$ cat config.mk
export PLATFORM = sky130hd
export DESIGN_NAME = deadline_timer_queue
export DESIGN_NICKNAME = d
export VERILOG_FILES = /design/src/rtl/core/dtq_pkg.sv /design/src/rtl/core/deadline_timer_queue.sv /design/src/rtl/core/dtq_slot_ram.sv
export VERILOG_INCLUDE_DIRS = /design/src /design/src/rtl/core
export SDC_FILE = /design/constraint.sdc
export NUM_CORES = 1
export LEC_CHECK = 0
export BUFFER_PORTS_ARGS = -buffer_cell sky130_fd_sc_hd__buf_2
export CORE_MARGIN = 4
export CORE_UTILIZATION = 45
export CTS_CLUSTER_DIAMETER = 150
export DETAILED_ROUTE_END_ITERATION = 12
export PLACE_DENSITY = 0.6
export SLEW_MARGIN = 10
export SYNTH_ARGS = -nofsm -noshare
export SYNTH_HDL_FRONTEND = slang
export SYNTH_SLANG_ARGS = --single-unit
$ cat constraint.sdc
create_clock -name clock -period 5.9 [get_ports clock]
set_clock_uncertainty 0.15 [all_clocks]
set_input_delay 0.59 -clock clock [delete_from_list [all_inputs] [get_ports clock]]
set_output_delay 0.59 -clock clock [all_outputs]
set_load 0.05 [all_outputs]
$ cat src/rtl/core/deadline_timer_queue_defines.svh
// Assertion macros for the deadline timer queue.
// Included by the modules that carry concurrent checks; depends on nothing.
`ifndef DEADLINE_TIMER_QUEUE_DEFINES_SVH
`define DEADLINE_TIMER_QUEUE_DEFINES_SVH
`ifndef SYNTH
// A property that must hold at every clock edge outside reset.
`define DTQ_ASSERT(label, clk, rst, prop, msg) \
   label: assert property (@(posedge clk) disable iff (rst) (prop)) else $error(msg);
// A condition that must hold in the cycle after its trigger.
`define DTQ_ASSERT_NEXT(label, clk, rst, ante, cons, msg) \
   label: assert property (@(posedge clk) disable iff (rst) (ante) |=> (cons)) else $error(msg);
`else
`define DTQ_ASSERT(label, clk, rst, prop, msg)
`define DTQ_ASSERT_NEXT(label, clk, rst, ante, cons, msg)
`endif
`endif

$ cat src/rtl/core/dtq_pkg.sv
// Shared types and codes of the deadline timer queue.
// Used by deadline_timer_queue; depends on nothing.
package dtq_pkg;

   localparam int TIME_W    = 32;
   localparam int DELAY_W   = 31;
   localparam int OUT_LIMIT = 16;
   localparam int K_W       = $clog2(OUT_LIMIT + 1);

   localparam logic [TIME_W-1:0] KEY_BIAS = 32'h8000_0000;

   localparam logic [1:0] OP_ADD    = 2'd0;
   localparam logic [1:0] OP_REMOVE = 2'd1;
   localparam logic [1:0] OP_TICK   = 2'd2;
   localparam logic [1:0] OP_UNUSED = 2'd3;

   localparam logic STAT_OK   = 1'b0;
   localparam logic STAT_FAIL = 1'b1;

   typedef enum logic [1:0] {
      KIND_ADD,
      KIND_REMOVE,
      KIND_EXPIRE
   } kind_type;

   typedef enum logic [2:0] {
      ST_IDLE,
      ST_SCAN,
      ST_SHIFT_UP,
      ST_WRITE,
      ST_FIND,
      ST_SHIFT_DOWN,
      ST_TICK,
      ST_EMIT
   } state_type;

endpackage

$ cat src/rtl/core/deadline_timer_queue.sv
// Deadline timer queue top level; uses dtq_pkg, dtq_slot_ram and the defines header.
// An add scans for its slot, shifts any later entries up and writes the new one; on a full
// table it fails at once. A remove finds the entry and shifts later entries down. A tick
// drops due entries from the head, at most OUT_LIMIT of them. One item is in work at a
// time, and result stalls can hold it. Reset (synchronous) empties the table by clearing
// the fill count; no clearing pass.
`include "deadline_timer_queue_defines.svh"

module deadline_timer_queue #(
   parameter int SLOTS   = 16,
   parameter int ID_BITS = 8
) (
   input  logic                        clock,
   input  logic                        reset,
   input  logic                        req_valid,
   output logic                        req_stall,
   input  logic [1:0]                  req_op,
   input  logic [ID_BITS-1:0]          req_timer_id,
   input  logic [dtq_pkg::DELAY_W-1:0] req_delay_ms,
   output logic                        rsp_valid,
   input  logic                        rsp_stall,
   output logic [1:0]                  rsp_kind,
   output logic [ID_BITS-1:0]          rsp_result_id,
   output logic                        rsp_status,
   output logic                        rsp_last
);

   // The table is a ring in the slot memory. Logical entry 0 (the earliest
   // deadline) sits at head_ff, and the count_ff valid entries follow it.
   // Dropping the head on expiry is then just a pointer move; adds and
   // removes shift the tail of the ring one entry per cycle.
   localparam int IDX_W = $clog2(SLOTS);
   localparam int CNT_W = $clog2(SLOTS + 1);
   localparam int ENT_W = dtq_pkg::TIME_W + ID_BITS;

   dtq_pkg::state_type state_ff, state_in;

   logic [dtq_pkg::TIME_W-1:0]  time_ff, time_in;
   logic [IDX_W-1:0]            head_ff, head_in;
   logic [CNT_W-1:0]            count_ff, count_in;
   logic [CNT_W-1:0]            idx_ff, idx_in;
   logic [CNT_W-1:0]            pos_ff, pos_in;
   logic [ID_BITS-1:0]          id_ff, id_in;
   logic [dtq_pkg::DELAY_W-1:0] delay_ff, delay_in;
   dtq_pkg::kind_type           kind_ff, kind_in;
   logic                        status_ff, status_in;
   logic [dtq_pkg::K_W-1:0]     k_ff, k_in;
   logic                        have_pend_ff, have_pend_in;

   logic                        rsp_valid_ff, rsp_valid_in;
   dtq_pkg::kind_type           rsp_kind_ff, rsp_kind_in;
   logic [ID_BITS-1:0]          rsp_id_ff, rsp_id_in;
   logic                        rsp_status_ff, rsp_status_in;
   logic                        rsp_last_ff, rsp_last_in;

   logic                        rd_en;
   logic [IDX_W-1:0]            rd_addr;
   logic [ENT_W-1:0]            rd_data;
   logic                        wr_en;
   logic [IDX_W-1:0]            wr_addr;
   logic [ENT_W-1:0]            wr_data;

   logic                        push;
   dtq_pkg::kind_type           push_kind;
   logic [ID_BITS-1:0]          push_id;
   logic                        push_status;
   logic                        push_last;

   logic                        req_accept;
   logic                        tick_accept;
   logic                        out_free;
   logic [dtq_pkg::TIME_W-1:0]  rd_deadline;
   logic [ID_BITS-1:0]          rd_owner;
   logic [dtq_pkg::TIME_W-1:0]  rd_key;
   logic [dtq_pkg::TIME_W-1:0]  new_key;
   logic                        le_new;
   logic                        due;
   logic                        id_match;
   logic [CNT_W-1:0]            idx_next;
   logic                        at_end;
   logic [CNT_W-1:0]            count_dec;
   logic                        table_full;
   logic [dtq_pkg::K_W-1:0]     k_next;
   logic                        k_full;
   logic                        take;
   logic [IDX_W-1:0]            head_wrap;

   // Physical slot of a logical entry: head plus offset, folded once.
   function automatic logic [IDX_W-1:0] phys(input logic [IDX_W-1:0] base,
                                             input logic [CNT_W-1:0] ofs);
      logic [CNT_W:0] sum;
      sum = {{(CNT_W + 1 - IDX_W){1'b0}}, base} + {1'b0, ofs};
      if (sum >= (CNT_W + 1)'(SLOTS)) begin
         sum = sum - (CNT_W + 1)'(SLOTS);
      end
      return sum[IDX_W-1:0];
   endfunction

   dtq_slot_ram #(
      .DEPTH  (SLOTS),
      .WIDTH  (ENT_W),
      .ADDR_W (IDX_W)
   ) u_slot_ram (
      .clock   (clock),
      .rd_en   (rd_en),
      .rd_addr (rd_addr),
      .rd_data (rd_data),
      .wr_en   (wr_en),
      .wr_addr (wr_addr),
      .wr_data (wr_data)
   );

   assign req_stall   = (state_ff != dtq_pkg::ST_IDLE);
   assign req_accept  = req_valid && !req_stall;
   assign tick_accept = req_accept && (req_op == dtq_pkg::OP_TICK);

   // The output register can take a new item when it is empty or being drained.
   assign out_free = !rsp_valid_ff || !rsp_stall;

   assign rd_deadline = rd_data[ENT_W-1:ID_BITS];
   assign rd_owner    = rd_data[ID_BITS-1:0];

   // Entries are ordered by their signed distance from now. Biasing by the
   // sign bit makes an unsigned compare give that order. For the entry being
   // added the distance is just the delay, which is never negative.
   assign rd_key   = (rd_deadline - time_ff) ^ dtq_pkg::KEY_BIAS;
   assign new_key  = {1'b1, delay_ff};
   assign le_new   = (rd_key <= new_key);
   assign due      = (rd_key <= dtq_pkg::KEY_BIAS);
   assign id_match = (rd_owner == id_ff);

   assign idx_next   = idx_ff + 1'b1;
   assign at_end     = (idx_next == count_ff);
   assign count_dec  = count_ff - 1'b1;
   assign table_full = (count_ff == CNT_W'(SLOTS));
   assign k_next     = k_ff + 1'b1;
   assign k_full     = (k_next == dtq_pkg::K_W'(dtq_pkg::OUT_LIMIT));
   assign head_wrap  = phys(head_ff, CNT_W'(1));

   // During a tick the head entry is taken once the previous expiry, which
   // waits in id_ff until we know whether it is the final one, can be sent.
   assign take = due && (!have_pend_ff || out_free);

   // Next state.
   always_comb begin
      state_in = state_ff;
      case (state_ff)
         dtq_pkg::ST_IDLE: begin
            if (req_accept) begin
               case (req_op)
                  dtq_pkg::OP_ADD: begin
                     if (table_full) begin
                        state_in = dtq_pkg::ST_EMIT;
                     end else if (count_ff == '0) begin
                        state_in = dtq_pkg::ST_WRITE;
                     end else begin
                        state_in = dtq_pkg::ST_SCAN;
                     end
                  end
                  dtq_pkg::OP_REMOVE: begin
                     state_in = (count_ff == '0) ? dtq_pkg::ST_EMIT : dtq_pkg::ST_FIND;
                  end
                  dtq_pkg::OP_TICK: begin
                     state_in = (count_ff == '0) ? dtq_pkg::ST_IDLE : dtq_pkg::ST_TICK;
                  end
                  default: begin
                     state_in = dtq_pkg::ST_IDLE;
                  end
               endcase
            end
         end
         dtq_pkg::ST_SCAN: begin
            if (!le_new) begin
               state_in = dtq_pkg::ST_SHIFT_UP;
            end else if (at_end) begin
               state_in = dtq_pkg::ST_WRITE;
            end
         end
         dtq_pkg::ST_SHIFT_UP: begin
            if (idx_ff == pos_ff) begin
               state_in = dtq_pkg::ST_WRITE;
            end
         end
         dtq_pkg::ST_WRITE: begin
            state_in = dtq_pkg::ST_EMIT;
         end
         dtq_pkg::ST_FIND: begin
            if (id_match) begin
               state_in = at_end ? dtq_pkg::ST_EMIT : dtq_pkg::ST_SHIFT_DOWN;
            end else if (at_end) begin
               state_in = dtq_pkg::ST_EMIT;
            end
         end
         dtq_pkg::ST_SHIFT_DOWN: begin
            if (at_end) begin
               state_in = dtq_pkg::ST_EMIT;
            end
         end
         dtq_pkg::ST_TICK: begin
            if (!due && (!have_pend_ff || out_free)) begin
               state_in = dtq_pkg::ST_IDLE;
            end else if (take && (k_full || count_ff == CNT_W'(1))) begin
               state_in = dtq_pkg::ST_EMIT;
            end
         end
         dtq_pkg::ST_EMIT: begin
            if (out_free) begin
               state_in = dtq_pkg::ST_IDLE;
            end
         end
         default: begin
            state_in = dtq_pkg::ST_IDLE;
         end
      endcase
   end

   // Datapath, memory and output controls.
   always_comb begin
      time_in      = time_ff;
      head_in      = head_ff;
      count_in     = count_ff;
      idx_in       = idx_ff;
      pos_in       = pos_ff;
      id_in        = id_ff;
      delay_in     = delay_ff;
      kind_in      = kind_ff;
      status_in    = status_ff;
      k_in         = k_ff;
      have_pend_in = have_pend_ff;
      rd_en        = 1'b0;
      rd_addr      = head_ff;
      wr_en        = 1'b0;
      wr_addr      = head_ff;
      wr_data      = rd_data;
      push         = 1'b0;
      push_kind    = kind_ff;
      push_id      = id_ff;
      push_status  = status_ff;
      push_last    = 1'b1;

      case (state_ff)
         dtq_pkg::ST_IDLE: begin
            if (req_accept) begin
               id_in        = req_timer_id;
               delay_in     = req_delay_ms;
               idx_in       = '0;
               pos_in       = '0;
               k_in         = '0;
               have_pend_in = 1'b0;
               case (req_op)
                  dtq_pkg::OP_ADD: begin
                     kind_in   = dtq_pkg::KIND_ADD;
                     status_in = table_full ? dtq_pkg::STAT_FAIL : dtq_pkg::STAT_OK;
                     rd_en     = !table_full && (count_ff != '0);
                  end
                  dtq_pkg::OP_REMOVE: begin
                     kind_in   = dtq_pkg::KIND_REMOVE;
                     status_in = dtq_pkg::STAT_FAIL;
                     rd_en     = (count_ff != '0);
                  end
                  dtq_pkg::OP_TICK: begin
                     kind_in   = dtq_pkg::KIND_EXPIRE;
                     status_in = dtq_pkg::STAT_OK;
                     time_in   = time_ff + 1'b1;
                     rd_en     = (count_ff != '0);
                  end
                  default: begin
                     rd_en = 1'b0;
                  end
               endcase
            end
         end
         dtq_pkg::ST_SCAN: begin
            // Walk forward past every entry that is due no later than the new one.
            if (le_new) begin
               if (at_end) begin
                  pos_in = count_ff;
               end else begin
                  idx_in  = idx_next;
                  rd_en   = 1'b1;
                  rd_addr = phys(head_ff, idx_next);
               end
            end else begin
               pos_in  = idx_ff;
               idx_in  = count_dec;
               rd_en   = 1'b1;
               rd_addr = phys(head_ff, count_dec);
            end
         end
         dtq_pkg::ST_SHIFT_UP: begin
            // Move the tail up by one, last entry first, to open the insert slot.
            wr_en   = 1'b1;
            wr_addr = phys(head_ff, idx_next);
            wr_data = rd_data;
            if (idx_ff != pos_ff) begin
               idx_in  = idx_ff - 1'b1;
               rd_en   = 1'b1;
               rd_addr = phys(head_ff, idx_ff - 1'b1);
            end
         end
         dtq_pkg::ST_WRITE: begin
            wr_en    = 1'b1;
            wr_addr  = phys(head_ff, pos_ff);
            wr_data  = {time_ff + {1'b0, delay_ff}, id_ff};
            count_in = count_ff + 1'b1;
         end
         dtq_pkg::ST_FIND: begin
            if (id_match) begin
               status_in = dtq_pkg::STAT_OK;
               if (at_end) begin
                  count_in = count_dec;
               end else begin
                  idx_in  = idx_next;
                  rd_en   = 1'b1;
                  rd_addr = phys(head_ff, idx_next);
               end
            end else if (!at_end) begin
               idx_in  = idx_next;
               rd_en   = 1'b1;
               rd_addr = phys(head_ff, idx_next);
            end
         end
         dtq_pkg::ST_SHIFT_DOWN: begin
            // Close the gap: each later entry moves down by one.
            wr_en   = 1'b1;
            wr_addr = phys(head_ff, idx_ff - 1'b1);
            wr_data = rd_data;
            if (at_end) begin
               count_in = count_dec;
            end else begin
               idx_in  = idx_next;
               rd_en   = 1'b1;
               rd_addr = phys(head_ff, idx_next);
            end
         end
         dtq_pkg::ST_TICK: begin
            if (have_pend_ff && out_free) begin
               push        = 1'b1;
               push_kind   = dtq_pkg::KIND_EXPIRE;
               push_id     = id_ff;
               push_status = dtq_pkg::STAT_OK;
               push_last   = !due;
               have_pend_in = 1'b0;
            end
            if (take) begin
               id_in    = rd_owner;
               head_in  = head_wrap;
               count_in = count_dec;
               k_in     = k_next;
               if (k_full || count_ff == CNT_W'(1)) begin
                  have_pend_in = 1'b0;
               end else begin
                  have_pend_in = 1'b1;
                  rd_en        = 1'b1;
                  rd_addr      = head_wrap;
               end
            end
         end
         dtq_pkg::ST_EMIT: begin
            push = out_free;
         end
         default: begin
            push = 1'b0;
         end
      endcase
   end

   // Output register.
   always_comb begin
      rsp_valid_in  = rsp_valid_ff && rsp_stall;
      rsp_kind_in   = rsp_kind_ff;
      rsp_id_in     = rsp_id_ff;
      rsp_status_in = rsp_status_ff;
      rsp_last_in   = rsp_last_ff;
      if (push) begin
         rsp_valid_in  = 1'b1;
         rsp_kind_in   = push_kind;
         rsp_id_in     = push_id;
         rsp_status_in = push_status;
         rsp_last_in   = push_last;
      end
   end

   always_ff @(posedge clock) begin
      if (reset) begin
         state_ff     <= dtq_pkg::ST_IDLE;
         time_ff      <= '0;
         head_ff      <= '0;
         count_ff     <= '0;
         k_ff         <= '0;
         have_pend_ff <= 1'b0;
         rsp_valid_ff <= 1'b0;
      end else begin
         state_ff     <= state_in;
         time_ff      <= time_in;
         head_ff      <= head_in;
         count_ff     <= count_in;
         k_ff         <= k_in;
         have_pend_ff <= have_pend_in;
         rsp_valid_ff <= rsp_valid_in;
      end
   end

   always_ff @(posedge clock) begin
      idx_ff        <= idx_in;
      pos_ff        <= pos_in;
      id_ff         <= id_in;
      delay_ff      <= delay_in;
      kind_ff       <= kind_in;
      status_ff     <= status_in;
      rsp_kind_ff   <= rsp_kind_in;
      rsp_id_ff     <= rsp_id_in;
      rsp_status_ff <= rsp_status_in;
      rsp_last_ff   <= rsp_last_in;
   end

   assign rsp_valid     = rsp_valid_ff;
   assign rsp_kind      = rsp_kind_ff;
   assign rsp_result_id = rsp_id_ff;
   assign rsp_status    = rsp_status_ff;
   assign rsp_last      = rsp_last_ff;

   // The fill count never passes the table size.
   `DTQ_ASSERT(a_count_bound, clock, reset, count_ff <= CNT_W'(SLOTS), "fill count over size")
   // A result is never loaded over one that is still stalled.
   `DTQ_ASSERT(a_push_free, clock, reset, !push || !rsp_valid_ff || !rsp_stall, "result lost")
   // No expiry is left waiting once the block is idle again.
   `DTQ_ASSERT(a_idle_no_pend, clock, reset, state_ff != dtq_pkg::ST_IDLE || !have_pend_ff, "stale")
   // One tick never sends more expiries than the limit.
   `DTQ_ASSERT(a_tick_limit, clock, reset, k_ff <= dtq_pkg::K_W'(dtq_pkg::OUT_LIMIT), "too many")
   // An accepted tick advances the clock by exactly one millisecond.
   `DTQ_ASSERT_NEXT(a_tick_time, clock, reset, tick_accept, time_ff == $past(time_ff) + 32'd1, "tick")

endmodule

$ cat src/rtl/core/dtq_slot_ram.sv
// Slot memory of the deadline timer queue: one write port, one read port.
// Read data is registered; no dependencies.
module dtq_slot_ram #(
   parameter int DEPTH  = 16,
   parameter int WIDTH  = 40,
   parameter int ADDR_W = 4
) (
   input  logic              clock,
   input  logic              rd_en,
   input  logic [ADDR_W-1:0] rd_addr,
   output logic [WIDTH-1:0]  rd_data,
   input  logic              wr_en,
   input  logic [ADDR_W-1:0] wr_addr,
   input  logic [WIDTH-1:0]  wr_data
);

   logic [WIDTH-1:0] mem [DEPTH];
   logic [WIDTH-1:0] rd_data_ff;

   always_ff @(posedge clock) begin
      if (wr_en) begin
         mem[wr_addr] <= wr_data;
      end
   end

   always_ff @(posedge clock) begin
      if (rd_en) begin
         rd_data_ff <= mem[rd_addr];
      end
   end

   assign rd_data = rd_data_ff;

endmodule
==> results.cfg <==
[placement]
dp.cells = 4539
post-place-ws_ns = -1.819
gp_congestion = 0.9100
placed_area_sq_mm = 0.04311
dp_hpwl_mm = 78.44
portBuffers = 58

[timing]
period_share_pct = 120.2
worst_slew_pin_slew_ns = 1.100
finalMaxSlewViolations = 0
max_freq_ghz = 0.1410
setup_viol = 42
slew_headroom_pct = 26.65
hold_viol = 0
setup_ws_ns = -1.194
whs_ns = 0.05596
min_period_ns = 7.094
rsz0062_at_grt = yes

[pwr]
peakVddDrop_mv = 0.4105
switching_share_pct = 41.75
power_frac_comb_pct = 59.4
power.net_switching_uw = 14660
p_per_area_mw_per_mm2 = 687.8
seqPwrFrac_pct = 24.1
intPower_uw = 20460
clkPwrFrac_pct = 16.5
p_leak_uw = 0.01837
power_uw = 35120

[setup_path]
worstSetupEndpointType = register
startpoint_type = register
required_ns = 6.27
crit_arrival_ns = 7.46
r2r_end = u_slot_ram.rd_data[21]
reg2reg_from = u_slot_ram.rd_data[8]
reg2reg_slack_ns = -1.19
crit_type = reg -> reg
cp_slowest_cell = a2111oi_0
crit_family = compound AO/OA/AOI/OAI gates
max_stage_delay_ns = 0.73
cp.buffers_inverters = 9
rr_worst_depth = 33
worstPathMaxFanout = 15

[job]
maxCapViolCount = 0

[clocking]
cts.path.max_buffers = 3
cts_tree = built
cts-buffers-inserted = 87
htree_levels = 3
insertion_delay_ns = 0.67
root_buffer = clkbuf_16
clkTransAtPathRegs_ns = 0.06
clock_sinks = 795

[layout]
final_area_sq_mm = 0.05106
num_antenna_cells = 0
drive_above_1_share_pct = 28.76
nets = 3789
area_growth_pct = 34.38
stdcell_count = 4830

[logic_synthesis]
yosysSeqAreaShare_pct = 61.48
synthArstFlopShare_pct = 0
synth_flop_cell = edfxtp_1
synth_edf_count = 744
yosys_warnings = 0
syn_nets = 3268
synth_area_sq_mm = 0.03800
syn_inst = 3101
ys_seq_elements = 795
avgSynthCellArea_sq_um = 12.25
ys_types = 89

[outcome]
outcome = finished with violations
violations = setup timing

[die]
die_area_sq_mm = 0.08915
rows = 106
die_w_microns = 298.6
fp.dieH_microns = 298.6
coreArea_sq_mm = 0.08369
boundaryPins = 59
start_util_pct = 45.40

[min_path]
holdPathEnd = id_ff[1]
hold_class = in -> reg
hp-start = req_timer_id[1]
min_path_cells = 3

[global_routing]
antenna_found_initial = 2
grt_max_degree = 72
grtUsageTotal_pct = 27.61
grt_overflow_total = 0
grt_pass1_vias = 29280
grt_pass1_wl_mm = 186.8

[route]
drc = 0
routed_wl_mm = 130.7
via_per_inst = 6.178
via_count = 29840
firstDrtPassIters = 6
drtIter0Drc = 3278
antenna_left = 0
post_drt_wl_per_cell_microns = 27.06
## through the flow
| stage | TNS (ns) | utilization [%] |
|---|---|---|
| 2_1_floorplan | 0 | - |
| 3_3_place_gp | -82.86 | 51.51 |
| 3_5_place_dp | -83.66 | 51.51 |
| 4_1_cts | -30.92 | 58.56 |
| 5_1_grt | -40.84 | 61.02 |
| 6_report | -36.45 | 61.02 |
## worst max-delay path by stage
stage                        endpoint  slack (ns)  cells after the start                  start
5_1_grt        u_slot_ram.rd_data[21]       -1.22                     33  u_slot_ram.rd_data[8]
4_1_cts        u_slot_ram.rd_data[13]       -0.88                     32  u_slot_ram.rd_data[8]
3_5_place_dp   u_slot_ram.rd_data[13]       -1.82                     29  u_slot_ram.rd_data[8]
3_3_place_gp   u_slot_ram.rd_data[13]       -1.82                     30  u_slot_ram.rd_data[8]
6_report       u_slot_ram.rd_data[21]       -1.19                     33  u_slot_ram.rd_data[8]
2_1_floorplan   u_slot_ram.rd_data[0]        0.02                     28             time_ff[8]
## flip-flops by register name, summed over array words and instances, names as in the netlist, 2 cells and up
signal,cells
count_ff,5
kind_ff,2
rsp_kind,2
pos_ff,5
u_slot_ram.rd_data,40
head_ff,4
k_ff,5
state_ff,3
idx_ff,5
time_ff,32
rsp_result_id,8
id_ff,8
u_slot_ram.mem,640
delay_ff,31
## power by group through the flow
stage               combinational, uW  sequential (uW)  clock, uW
detailed placement              14800             8480          0
finish                          20800             8480       5800
CTS                             17900             8410       5850
floorplan                        8040             8170          0
global route                    21900             8500       6100
global placement                14500             8480          0
## timing repair
action | CTS | global route
hold endpoints to repair | 31 | 0
pin swaps | 79 | 102
setup buffers | 34 | 40
setup endpoints to repair | 92 | 58
gates cloned | 16 | 10
gates resized for setup | 401 | 233
hold buffers | 31 | 0
## routing by layer
metal  global-route usage [%]  up-vias  routed length, microns  part of all wire [%]
met5                        0        -                       0                     0
met4                    10.66        0                    5199                   4.0
met3                    4.315      284                   11910                   9.1
met2                    45.18     1570                   61700                    47
met1                    37.26    14820                   51880                    40
li1                         -    13170                       -                     -
## synthesized netlist by cell type, types with 14 or more instances
cell type	count	share of area [%]
a2111oi_0	199	4.6
a211oi_1	98	1.9
a21o_1	39	0.77
a21oi_1	139	1.8
a221o_1	39	1.0
a31oi_1	52	0.86
and2_1	18	0.30
and3_1	262	4.3
buf_2	38	0.50
clkbuf_1	166	1.6
dfxtp_1	51	2.7
edfxtp_1	744	59
ha_1	116	3.8
inv_1	105	1.0
mux2_2	14	0.41
mux2i_1	18	0.47
nand2_1	269	2.7
nand2b_1	20	0.33
nand3_1	48	0.63
nand4_1	20	0.33
nor2_1	150	1.5
nor3_1	47	0.62
nor4_1	41	0.68
o21ai_0	90	1.2
or3_1	14	0.23
xnor2_1	72	1.7
xor2_1	48	1.1
## placed cells by master (no fill, tap or decap), types with 17 or more instances in the layout
cell	instances
a2111oi_0	21
a2111oi_1	20
a2111oi_2	58
a2111oi_4	100
a211oi_1	78
a21o_1	38
a21oi_1	133
a221o_1	37
a31oi_1	50
and3_1	251
buf_12	56
buf_16	17
buf_2	58
buf_4	430
buf_6	42
clkbuf_16	99
dfxtp_1	51
dlygate4sd3_1	31
edfxtp_1	744
ha_1	112
inv_1	104
nand2_1	265
nand2b_1	20
nand3_1	44
nand4_1	20
nor2_1	131
nor2_4	19
nor3_1	41
nor4_1	24
nor4_2	18
o21ai_0	88
xnor2_1	71
xor2_1	48
## worst reg2reg max path: cells and delay by family (launching register included)
| kind | cells | cell delay [ns] |
|---|---|---|
| AOI/OAI and AO/OA | 10 | 2.24 |
| and+or+nand+nor | 10 | 1.58 |
| buffers and inverters | 9 | 1.38 |
| adders and majority gates | 3 | 0.88 |
| DFF | 1 | 0.48 |
| muxes | 1 | 0.24 |
## layout make-up
class / instances / area, sq um
Fill cell: 6273 / 32630
Multi-Input combinational cell: 1978 / 16480
Inverter: 106 / 397.9
Tap cell: 1134 / 1419
Clock buffer: 106 / 2301
Sequential cell: 795 / 23360
Timing Repair Buffer: 654 / 6361
Clock inverter: 57 / 745.7
## kinds of logic after synthesis
logic type	count (synthesis)	synth area share, %
flops	795	61.48
xor+xnor	120	2.766
simple gates	932	12.44
fa+ha+maj	122	4.136
compound gates	770	14.75
buf+inv	330	3.536
mux	32	0.8891
No activity file was read; power rests on OpenSTA's default activity.
